## src/sv/ffpa_pkg.sv

```systemverilog
// Package for the first-fit page allocator: sizes, entry codes, opcodes,
// status codes, controller states and the result record.
// No dependencies.
`timescale 1ns / 1ps

package ffpa_pkg;

	localparam int PAGES = 1024;
	localparam int IDX_W = $clog2(PAGES);
	localparam int FC_W  = $clog2(PAGES + 1);
	localparam int PG_W  = 20;
	localparam int CNT_W = 11;
	localparam int ENT_W = 12;

	localparam logic [IDX_W-1:0] LAST_IDX  = IDX_W'(PAGES - 1);
	localparam logic [ENT_W-1:0] ENT_FREE  = '0;
	localparam logic [ENT_W-1:0] CONT_MARK = '1;
	localparam logic [CNT_W-1:0] CNT_MAX   = '1;

	typedef enum logic [1:0] {
		OP_ALLOC    = 2'd0,
		OP_FREE_CNT = 2'd1,
		OP_FREE_RUN = 2'd2,
		OP_RSVD     = 2'd3
	} op_t;

	typedef enum logic [1:0] {
		STAT_OK        = 2'd0,
		STAT_NO_ROOM   = 2'd1,
		STAT_OUTSIDE   = 2'd2,
		STAT_BAD_COUNT = 2'd3
	} status_t;

	typedef enum logic [2:0] {
		ST_CLEAR,
		ST_IDLE,
		ST_SCAN,
		ST_MARK,
		ST_FREE
	} fsm_t;

	typedef struct packed {
		logic             valid;
		status_t          status;
		logic [PG_W-1:0]  granted;
		logic [CNT_W-1:0] freed;
		logic [CNT_W-1:0] free_pages;
	} result_t;

	function automatic logic [CNT_W-1:0] sat_cnt(input logic [FC_W-1:0] v);
		logic [31:0] w;
		w = 32'(v);
		return (w > 32'(CNT_MAX)) ? CNT_MAX : w[CNT_W-1:0];
	endfunction

endpackage

```

## src/sv/ffpa_ctrl.sv

```systemverilog
// Sequencer of the page allocator: clearing pass, first-fit scan, run
// marking and release streaming over the page map RAM. Uses ffpa_pkg.
`timescale 1ns / 1ps

module ffpa_ctrl import ffpa_pkg::*; (
	input  logic             clk,
	input  logic             arst_n,
	input  logic             start,
	input  logic [1:0]       op,
	input  logic [PG_W-1:0]  page_number,
	input  logic [CNT_W-1:0] page_count,
	input  logic [PG_W-1:0]  base,
	output logic             busy,
	output result_t          res,
	output logic             mem_we,
	output logic [IDX_W-1:0] mem_wr_addr,
	output logic [ENT_W-1:0] mem_wr_data,
	output logic             mem_rd_en,
	output logic [IDX_W-1:0] mem_rd_addr,
	input  logic [ENT_W-1:0] mem_rd_data
);

	fsm_t             state_q, state_nx;
	logic [IDX_W-1:0] rd_addr_q, addr_s1, wr_ptr_q, end_q, start_q, clr_q;
	logic             issue_q, vld_s1, stored_q, first_q;
	logic [CNT_W-1:0] count_q, left_q;
	logic [FC_W-1:0]  run_q, freed_q, free_cnt_q;
	result_t          res_q;

	logic             acc, go_alloc, go_free;
	status_t          imm_stat;
	logic [PG_W-1:0]  rel;
	logic [FC_W-1:0]  run_nx, freed_nx;
	logic [IDX_W-1:0] start_nx;
	logic             hit, scan_fail, mark_last;
	logic             is_cont, stop_nowrite, rel_do, fin_free;
	logic [CNT_W-1:0] left_eff;

	assign acc = start && (state_q == ST_IDLE);
	assign rel = page_number - base;

	always_comb begin
		imm_stat = STAT_OK;
		go_alloc = 1'b0;
		go_free  = 1'b0;
		case (op_t'(op))
			OP_ALLOC: begin
				if (page_count == '0) begin
					imm_stat = STAT_BAD_COUNT;
				end else if (32'(free_cnt_q) < 32'(page_count)) begin
					imm_stat = STAT_NO_ROOM;
				end else begin
					go_alloc = 1'b1;
				end
			end
			OP_FREE_CNT, OP_FREE_RUN: begin
				if ((op_t'(op) == OP_FREE_CNT) && (page_count == '0)) begin
					imm_stat = STAT_BAD_COUNT;
				end else if (rel >= PG_W'(PAGES)) begin
					imm_stat = STAT_OUTSIDE;
				end else begin
					go_free = 1'b1;
				end
			end
			default: begin
				imm_stat = STAT_BAD_COUNT;
			end
		endcase
	end

	always_comb begin
		run_nx    = (mem_rd_data == ENT_FREE) ? run_q + FC_W'(1) : '0;
		hit       = (state_q == ST_SCAN) && vld_s1 && (run_nx == FC_W'(count_q));
		scan_fail = (state_q == ST_SCAN) && vld_s1 && !hit && (addr_s1 == LAST_IDX);
		start_nx  = IDX_W'(({1'b0, addr_s1} + (IDX_W + 1)'(1)) - (IDX_W + 1)'(count_q));
		mark_last = (wr_ptr_q == end_q);

		is_cont      = (mem_rd_data == CONT_MARK);
		stop_nowrite = vld_s1 && stored_q &&
			(first_q ? ((mem_rd_data == ENT_FREE) || is_cont) : !is_cont);
		rel_do       = (state_q == ST_FREE) && vld_s1 && !stop_nowrite;
		left_eff     = (stored_q && first_q) ? mem_rd_data[CNT_W-1:0] : left_q;
		fin_free     = (state_q == ST_FREE) && vld_s1 &&
			(stop_nowrite || (left_eff == CNT_W'(1)) || (addr_s1 == LAST_IDX));
		freed_nx     = freed_q + FC_W'(rel_do && (mem_rd_data != ENT_FREE));
	end

	always_comb begin
		state_nx = state_q;
		case (state_q)
			ST_CLEAR: begin
				if (clr_q == LAST_IDX) begin
					state_nx = ST_IDLE;
				end
			end
			ST_IDLE: begin
				if (acc && go_alloc) begin
					state_nx = ST_SCAN;
				end else if (acc && go_free) begin
					state_nx = ST_FREE;
				end
			end
			ST_SCAN: begin
				if (hit) begin
					state_nx = ST_MARK;
				end else if (scan_fail) begin
					state_nx = ST_IDLE;
				end
			end
			ST_MARK: begin
				if (mark_last) begin
					state_nx = ST_IDLE;
				end
			end
			ST_FREE: begin
				if (fin_free) begin
					state_nx = ST_IDLE;
				end
			end
			default: begin
				state_nx = ST_CLEAR;
			end
		endcase
	end

	always_comb begin
		busy        = (state_q != ST_IDLE);
		mem_rd_en   = 1'b0;
		mem_rd_addr = rd_addr_q;
		mem_we      = 1'b0;
		mem_wr_addr = addr_s1;
		mem_wr_data = ENT_FREE;
		case (state_q)
			ST_CLEAR: begin
				mem_we      = 1'b1;
				mem_wr_addr = clr_q;
			end
			ST_SCAN: begin
				mem_rd_en = issue_q;
			end
			ST_MARK: begin
				mem_we      = 1'b1;
				mem_wr_addr = wr_ptr_q;
				mem_wr_data = (wr_ptr_q == start_q) ? ENT_W'(count_q) : CONT_MARK;
			end
			ST_FREE: begin
				mem_rd_en = issue_q;
				mem_we    = rel_do;
			end
			default: begin
				mem_rd_en = 1'b0;
			end
		endcase
	end

	always_ff @(posedge clk or negedge arst_n) begin
		if (!arst_n) begin
			state_q    <= ST_CLEAR;
			clr_q      <= '0;
			issue_q    <= 1'b0;
			vld_s1     <= 1'b0;
			free_cnt_q <= FC_W'(PAGES);
			res_q      <= '0;
		end else begin
			state_q     <= state_nx;
			res_q.valid <= 1'b0;
			vld_s1      <= issue_q && ((state_q == ST_SCAN) || (state_q == ST_FREE));
			addr_s1     <= rd_addr_q;
			if (issue_q && ((state_q == ST_SCAN) || (state_q == ST_FREE))) begin
				if (rd_addr_q == LAST_IDX) begin
					issue_q <= 1'b0;
				end else begin
					rd_addr_q <= rd_addr_q + IDX_W'(1);
				end
			end
			case (state_q)
				ST_CLEAR: begin
					clr_q <= clr_q + IDX_W'(1);
				end
				ST_IDLE: begin
					if (acc) begin
						count_q   <= page_count;
						left_q    <= page_count;
						stored_q  <= (op_t'(op) == OP_FREE_RUN);
						first_q   <= 1'b1;
						run_q     <= '0;
						freed_q   <= '0;
						issue_q   <= go_alloc || go_free;
						rd_addr_q <= go_alloc ? '0 : rel[IDX_W-1:0];
						if (!go_alloc && !go_free) begin
							res_q.valid      <= 1'b1;
							res_q.status     <= imm_stat;
							res_q.granted    <= '0;
							res_q.freed      <= '0;
							res_q.free_pages <= sat_cnt(free_cnt_q);
						end
					end
				end
				ST_SCAN: begin
					if (vld_s1) begin
						run_q <= run_nx;
					end
					if (hit) begin
						start_q  <= start_nx;
						wr_ptr_q <= start_nx;
						end_q    <= addr_s1;
						issue_q  <= 1'b0;
					end
					if (scan_fail) begin
						res_q.valid      <= 1'b1;
						res_q.status     <= STAT_NO_ROOM;
						res_q.granted    <= '0;
						res_q.freed      <= '0;
						res_q.free_pages <= sat_cnt(free_cnt_q);
					end
				end
				ST_MARK: begin
					wr_ptr_q <= wr_ptr_q + IDX_W'(1);
					if (mark_last) begin
						free_cnt_q       <= free_cnt_q - FC_W'(count_q);
						res_q.valid      <= 1'b1;
						res_q.status     <= STAT_OK;
						res_q.granted    <= base + PG_W'(start_q);
						res_q.freed      <= '0;
						res_q.free_pages <= sat_cnt(free_cnt_q - FC_W'(count_q));
					end
				end
				ST_FREE: begin
					if (vld_s1) begin
						first_q <= 1'b0;
						left_q  <= left_eff - CNT_W'(1);
						freed_q <= freed_nx;
					end
					if (fin_free) begin
						issue_q          <= 1'b0;
						free_cnt_q       <= free_cnt_q + freed_nx;
						res_q.valid      <= 1'b1;
						res_q.status     <= STAT_OK;
						res_q.granted    <= '0;
						res_q.freed      <= sat_cnt(freed_nx);
						res_q.free_pages <= sat_cnt(free_cnt_q + freed_nx);
					end
				end
				default: begin
					issue_q <= 1'b0;
				end
			endcase
		end
	end

	assign res = res_q;

	a_no_write_idle: assert property (@(posedge clk) disable iff (!arst_n)
		(state_q == ST_IDLE) |-> !mem_we)
		else $error("page map written while idle");

	a_free_cnt_range: assert property (@(posedge clk) disable iff (!arst_n)
		free_cnt_q <= FC_W'(PAGES))
		else $error("free page count above region size");

	a_rw_distinct: assert property (@(posedge clk) disable iff (!arst_n)
		(mem_we && mem_rd_en) |-> (mem_wr_addr != mem_rd_addr))
		else $error("read and write of the same entry in one cycle");

	a_mark_bound: assert property (@(posedge clk) disable iff (!arst_n)
		(state_q == ST_MARK) |-> (wr_ptr_q <= end_q))
		else $error("run marking passed the end of the run");

	a_result_idle: assert property (@(posedge clk) disable iff (!arst_n)
		res_q.valid |-> (state_q == ST_IDLE))
		else $error("result strobe while a request is still in progress");

endmodule
```

## config.mk

```make
export PLATFORM = sky130hd
export DESIGN_NAME = ffpa_ctrl
export DESIGN_NICKNAME = d
export VERILOG_FILES = /design/src/sv/ffpa_pkg.sv /design/src/sv/ffpa_ctrl.sv
export SDC_FILE = /design/constraint.sdc
export NUM_CORES = 1
export LEC_CHECK = 0
export BUFFER_PORTS_ARGS = -buffer_cell sky130_fd_sc_hd__clkbuf_2
export CAP_MARGIN = 20
export CORE_MARGIN = 3
export CORE_UTILIZATION = 54
export DETAILED_ROUTE_END_ITERATION = 10
export GPL_TIMING_DRIVEN = 0
export HOLD_SLACK_MARGIN = 0.03
export PLACE_DENSITY_LB_ADDON = 0.1
export SLEW_MARGIN = 10
export SYNTH_ARGS = -nofsm -noshare
export SYNTH_HDL_FRONTEND = slang
export SYNTH_SLANG_ARGS = --single-unit
export TNS_END_PERCENT = 30
```

## constraint.sdc

```tcl
create_clock -name clk -period 5.5 [get_ports clk]
set_input_delay 1.1 -clock clk [delete_from_list [all_inputs] [get_ports clk]]
set_output_delay 1.1 -clock clk [all_outputs]
set_load 0.02 [all_outputs]
```

==> results.md, run 1 <==
* Outcome: completed
* Worst r2r dst: res[10]
* RSZ-0062 raised after global routing: no
* Hold Startpoint: res[14]
* Largest net degree at the start of global routing at 97
* Core ar. at 0.02109 sq mm
* Post-layout min period at 5.221 ns
* Vias in the first global route at 9627
* Antenna Nets Post-Route at 0
* M3 GR Usage at 5.238%
* CP max stage cell: or4_4
* FF-to-FF Start: state_q[1]
* WP data required at 5.82 ns
* Routed wire length at 32250 um
* Number of detailed-route iterations in the first pass at 6
* DRC violations left at 0
* Final RePlAce weighted congestion at 0.9307
* Final hold slack at 0.5025 ns
* Count of filler cells inserted in the layout at around 1800
* Met2 usage at 43.98%
* Synth area leaders: edfxtp_1, dfrtp_1, ha_1
* Final Slew Violations at 0
* Final hold violation count at 0
* Area leader, netlist: edfxtp_1
* H-tree depth at 4
* R2R depth at 20
* Pwr dens at 319.1 mW/mm^2
* Critical path type: in -> reg
* DPL Wire Length at 24740 um
* Vias per cell at 5.988
* Count leader, synth: nand2_1
* Netlist cell types at 77
* First-pass GRT wire length at between 50000 and 60000 um
* Hold Path Sink: res[14]
* Max_cap viols at 0
* Initial DRC count at 805
* Hold path cells at 1
* CP startpoint kind: input pin
* GR peak layer: met2
* CTS tree: done
* Clock Sinks at 167
* Die Height at about 150 um
* Layout cells sized above 1 at 15.31%
* ANT cells at 0
* Max-Slew Margin vs Limit at 28.61%
* Syn_nets at 1358
* Final Total Pwr at around 4.3 mW
* Internal reg-to-reg setup slack at about 0.40 ns
* Syn avg cell area at 9.743 sq um
* DP Worst Slack at -0.4336 ns
* Period utilisation layout at between 90% and 100%
* I/O pins at 148
* Cell family with most CP delay: simple AND/OR/NAND/NOR gates
* Clock Latency Late Sink at 0.44 ns
* Critical Path Fanout Max at 7
* Leak at 6.017 nW
* Area delta synth->final at 14.97%
* Setup crit start: mem_rd_data[1]
* Avg WL per Cell at 19.51 um
* Die width at 152.9 um
* Worst Tran Pin Value at about 1.1 ns
* Grt ovf at 0
* Max Fclk at 191.5 MHz
* Clock transition at path regs at 0.07 ns
* Clock buffer depth at 2
* IR drop worst, VDD at about 0.00025 V
* Total Nets Final at roughly 1500
* Worst setup EP type: register
* Root Driver: clkbuf_16
* Tightest Hold Check Type: reg -> reg
* Async set or reset register ratio after synthesis at 42.51%
* FF+latch count, synth at 167
* Post-synthesis sequential area ratio at between 30% and 40%
* Total GRT Usage at between 20% and 30%
* Synth top area share at between 20% and 30%
* Crit path buf inv count at 3
* Layout Utilization at 63.53%
* Port-buffer cells at ~150
* Die Area at 0.02338 sq mm
* Synth warnings at 0
* Primary FF master, synth: edfxtp_1
* Setup violators final at 0
* Cts bufs inserted at 17
* Met1 GRT Util at 38.50%
* Top post-synthesis cells by count: nand2_1, edfxtp_1, ha_1
* DR vias at 9898
* Initial antenna violation count at 1
* Post-synth EDFFs at 96
* Cells along the critical path: clkbuf_2, or4_4, or3_1, clkbuf_2, a31oi_2, or3_1, nor2_1, ha_1, nand2_1, nor2_1, nand2_1, xor2_1, inv_1, ha_1, a21o_1, o41ai_4, o21ai_1, xor2_1, a21o_1, a21oi_2, o32a_1
* Starting Density at a little under three fifths
* CP Data Arrival Time at roughly 5.5 ns
* Clock skew at 0.01591 ns
* Slowest Stage Delay on Critical Path at between 0.5 and 0.6 ns
* Cell Area, Synth at 0.01165 sq mm
* Final WS setup at 0.2787 ns
* Number of cell rows at 53
* TNS Setup at 0 ns
* Cells after Synth at 1196
[state kept, by name (all words and copies together), names as in the netlist, 3 cells and up]
signal and flops:
addr_s1 10, res 45, end_q 10, free_cnt_q 11, state_q 3, wr_ptr_q 10
run_q 11, mem_rd_addr 10, clr_q 10, freed_q 11, start_q 10, left_q 11
count_q 11
[worst max path at each step]
stage          endpoint  slack (ns)  depth (start not counted)
6_report        res[10]        0.28                         21
5_1_grt         res[10]        0.03                         21
4_1_cts         res[10]       0.002                         21
3_5_place_dp    res[10]       -0.43                         21
3_3_place_gp    res[10]       -0.40                         21
2_1_floorplan   res[10]        0.42                         20
[power breakdown]
part | internal, mW | switching [mW] | leakage [nW]
clock network | 0.645 | 0.580 | 0.279
registers | 1.52 | 0.143 | 1.80
logic | 0.528 | 0.860 | 3.94
total | 2.69 | 1.58 | 6.02
[area by class of cell]
cell class	instances	area [sq um]	area share [%]
repair buffers	150	784.5	5.856
clock inverters	15	158.9	1.186
well taps	275	344.1	2.568
multi-input cells	898	6507	48.58
plain buffers	43	185.2	1.382
flip-flops and latches	167	4661	34.79
inverters	88	330.3	2.466
clock buffers	17	425.4	3.175
[stage by stage]
| step | cells | cell area (sq um) |
|---|---|---|
| after global routing | 1653 | 13400 |
| after detailed placement | 1619 | 12770 |
| after floorplan | 1196 | 11650 |
| after global placement | 1618 | 12730 |
| final | 1653 | 13400 |
| after CTS | 1651 | 13360 |
[layout by cell type (no fill, tap or decap), drive strengths merged, types with 10 or more instances in the layout]
| master | instances |
|---|---|
| xor2 | 52 |
| nand4 | 27 |
| and3 | 14 |
| o21a | 10 |
| and2 | 10 |
| a211o | 12 |
| o21ai | 60 |
| a21o | 39 |
| inv | 97 |
| dfrtp | 70 |
| clkbuf | 204 |
| nand3 | 37 |
| a22oi | 12 |
| edfxtp | 96 |
| a21oi | 51 |
| nor2 | 68 |
| xnor2 | 75 |
| a22o | 30 |
| o22ai | 12 |
| nand2 | 106 |
| ha | 89 |
| or3 | 12 |
| nor3 | 29 |
| a211oi | 18 |
| mux2i | 16 |
[cell families (layout without fill, tap and decap cells)]
kind of cell | after synthesis | after routing | synth area share, %
multiplexers | 19 | 19 | 1.761
flip-flops | 167 | 167 | 40.00
AO/OA/AOI/OAI | 317 | 317 | 19.37
XOR/XNOR | 129 | 129 | 9.932
buffers and inverters | 131 | 313 | 4.424
AND/OR/NAND/NOR | 339 | 339 | 14.10
adder cells (fa/ha/maj) | 94 | 94 | 10.42
[layer usage]
metal | part of all wire, % | vias up | wire length [um]
li1 | - | 4738 | -
met1 | 46 | 4781 | 14740
met2 | 46 | 337 | 14830
met3 | 6.5 | 40 | 2111
met4 | 1.7 | 2 | 555
met5 | 0.034 | - | 11
[worst register-to-register path, delay by kind of cell, from the launching register on]
kind / cells / cell delay (ns)
adders and majority gates: 2 / 0.60
buffers and inverters: 4 / 0.77
DFF: 1 / 0.36
and+or+nand+nor: 6 / 1.62
AOI/OAI and AO/OA: 6 / 1.26
xor gates and xnor gates: 2 / 0.38
[repair_timing]
action / in CTS / in global routing
hold buffers: 0 / 0
endpoints found under the setup margin: 0 / 2
resized for setup: 0 / 5
buffers inserted: 0 / 0
No activity file was read; power rests on OpenSTA's default activity.
==> run 2, diff against run 1 <==
--- a/config.mk
+++ b/config.mk
@@ -12,7 +12,7 @@
 export DETAILED_ROUTE_END_ITERATION = 10
 export GPL_TIMING_DRIVEN = 0
 export HOLD_SLACK_MARGIN = 0.03
-export PLACE_DENSITY_LB_ADDON = 0.1
+export PLACE_DENSITY = 0.75
 export SLEW_MARGIN = 10
 export SYNTH_ARGS = -nofsm -noshare
 export SYNTH_HDL_FRONTEND = slang
==> run 2 against run 1 <==
Global-route usage decreased by 0.67 points; worst hold slack got worse by 0.0038 ns; setup slack got worse by 0.060 ns; largest cell class unchanged.
==> results.md, run 2 (synthesis gave the netlist of run 1 again) <==
* Outcome: completed
* Starting Density at 55.26%
* Clock Sinks at 167
* Critical Path Fanout Max at 7
* Setup violators final at 0
* WP data required at 5.82 ns
* Core ar. at 0.02109 sq mm
* Grt ovf at 0
* Max Fclk at 189.3 MHz
* Met1 GRT Util at 37.11%
* CP Data Arrival Time at between 5 and 6 ns
* CP max stage cell: or4_4
* Antenna Nets Post-Route at 0
* GR peak layer: met2
* Die Height at 152.9 um
* Clock buffer depth at 2
* Cts bufs inserted at 17
* Max reg flops at between 40 and 50
* Hold path cells at 1
* # placed instances at 1619
* Period utilisation layout at between 90% and 100%
* I/O pins at 148
* Clock Latency Late Sink at 0.44 ns
* Largest net degree at the start of global routing at 97
* First-pass GRT wire length at 50750 um
* CTS tree: done
* Worst Tran Pin Value at approximately 1 ns
* Cells along the critical path: clkbuf_2, or4_4, or3_1, clkbuf_2, a31oi_2, or3_1, nor2_1, ha_1, nand2_1, nor2_1, nand2_1, xor2_1, inv_1, ha_1, a21o_1, o41ai_4, o21ai_1, xor2_1, a21o_1, a21oi_1, o32a_1
* Cell family with most CP delay: simple AND/OR/NAND/NOR gates
* Layout Utilization at about 63%
* Initial antenna violation count at 1
* Crit path depth at 21
* Met2 usage at between 40% and 50%
* Avg WL per Cell at 19.21 um
* Port-buffer cells at 147
* Die Area at 0.02338 sq mm
* Cell Count, Final, Fillers Out at between 1500 and 2000
* Clock transition at path regs at 0.07 ns
* Number of cell rows at between 50 and 60
* Die width at 152.9 um
* Initial DRC count at 1022
* IR drop worst, VDD at just under 0.0002 V
* Tightest Hold Check Type: reg -> reg
* Worst setup EP type: register
* CP startpoint kind: input pin
* Pwr dens at 316.4 mW/mm^2
* M3 GR Usage at between 5 and 6%
* Slowest Stage Delay on Critical Path at ~0.55 ns
* DR vias at 10054
* Area delta synth->final at 14.79%
* Routed wire length at 31750 um
* Root Driver: clkbuf_16
* Most frequent cells in the layout: clkbuf_2, nand2_1, edfxtp_1
* Vias per cell at 6.082
* Final RePlAce weighted congestion at 0.9477
* Final Slew Violations at 0
* Final hold violation count at 0
* DPL Wire Length at 24350 um
* Vias in the first global route at 9762
* ANT cells at 0
* Max-Slew Margin vs Limit at between 30 and 40%
* H-tree depth at 4
* Hold Buf Count CTS at 0
* TNS Setup at 0 ns
* Total GRT Usage at approximately 27%
* Number of detailed-route iterations in the first pass at 5
* Crit path buf inv count at 3
* Clock skew at 0.01392 ns
* Most common cell after layout, fill and taps aside: clkbuf_2
* Layout cells sized above 1 at 15.24%
* Post-layout min period at approximately 5.3 ns
* Leak at 6.010 nW
* DRC violations left at 0
* Total Nets Final at 1527
* R2R depth at 20
* Critical path type: in -> reg
* Max_cap viols at 0
-- run 2: path summary, 6_finish.rpt --
kind,slack (ns),startpoint,to
min in group asynchronous,0.71,arst_n,clr_q[3]
hold reg to reg,0.50,res[43],res[43]
max in group asynchronous,4.19,arst_n,res[11]
setup / recovery,0.22,mem_rd_data[1],res[10]
setup reg to reg,0.50,state_q[1],res[10]
hold / removal,0.50,res[43],res[43]
-- run 2: layout make-up --
cell class | count | area (sq um)
Tap cell | 275 | 344.1
Sequential cell | 167 | 4661
Inverter | 88 | 330.3
Buffer | 43 | 185.2
Timing Repair Buffer | 150 | 784.5
Fill cell | 1776 | 7712
Multi-Input combinational cell | 898 | 6504
Clock inverter | 15 | 141.4
Clock buffer | 17 | 425.4
-- run 2: metal layers --
layer	wire, um	share of wire, %
met1	13530	43
met2	14590	46
met3	2531	8.0
met4	1088	3.4
met5	13	0.041
-- run 2: timing repair --
item	CTS	global route
resized for setup	0	4
buffers inserted	0	1
hold endpoints to repair	0	0
setup endpoints to repair	0	2
-- run 2: stage by stage --
step	worst slack (ns)	power, mW	cell area (sq um)	hold slack, ns
final	0.2185	4.231	13380	0.4987
after global routing	-0.03467	4.443	13380	0.5210
after CTS	0.01939	4.223	13340	0.5034
after detailed placement	-0.3968	3.043	12770	0.4803
after global placement	-0.3794	3.007	12730	0.4777
after floorplan	0.4224	2.591	11650	0.4597
-- run 2: where the power goes --
| part | leakage (nW) | switching (mW) | internal [mW] | total (mW) |
|---|---|---|---|---|
| Sequential | 1.80 | 0.148 | 1.52 | 1.67 |
| Clock | 0.272 | 0.547 | 0.633 | 1.18 |
| Combinational | 3.94 | 0.856 | 0.528 | 1.38 |
| Total | 6.01 | 1.55 | 2.68 | 4.23 |
-- run 2: worst reg2reg max path, cell delays in order, from the launching register on --
cell,delay (ns)
dfrtp_1,0.37
clkbuf_1,0.20
nor3_1,0.29
inv_1,0.16
clkbuf_1,0.27
or3_1,0.48
nor2_1,0.25
ha_1,0.26
nand2_1,0.12
nor2_1,0.24
nand2_1,0.10
xor2_1,0.18
inv_1,0.12
ha_1,0.34
a21o_1,0.21
o41ai_4,0.33
o21ai_1,0.15
xor2_1,0.26
a21o_1,0.16
a21oi_1,0.06
o32a_1,0.34
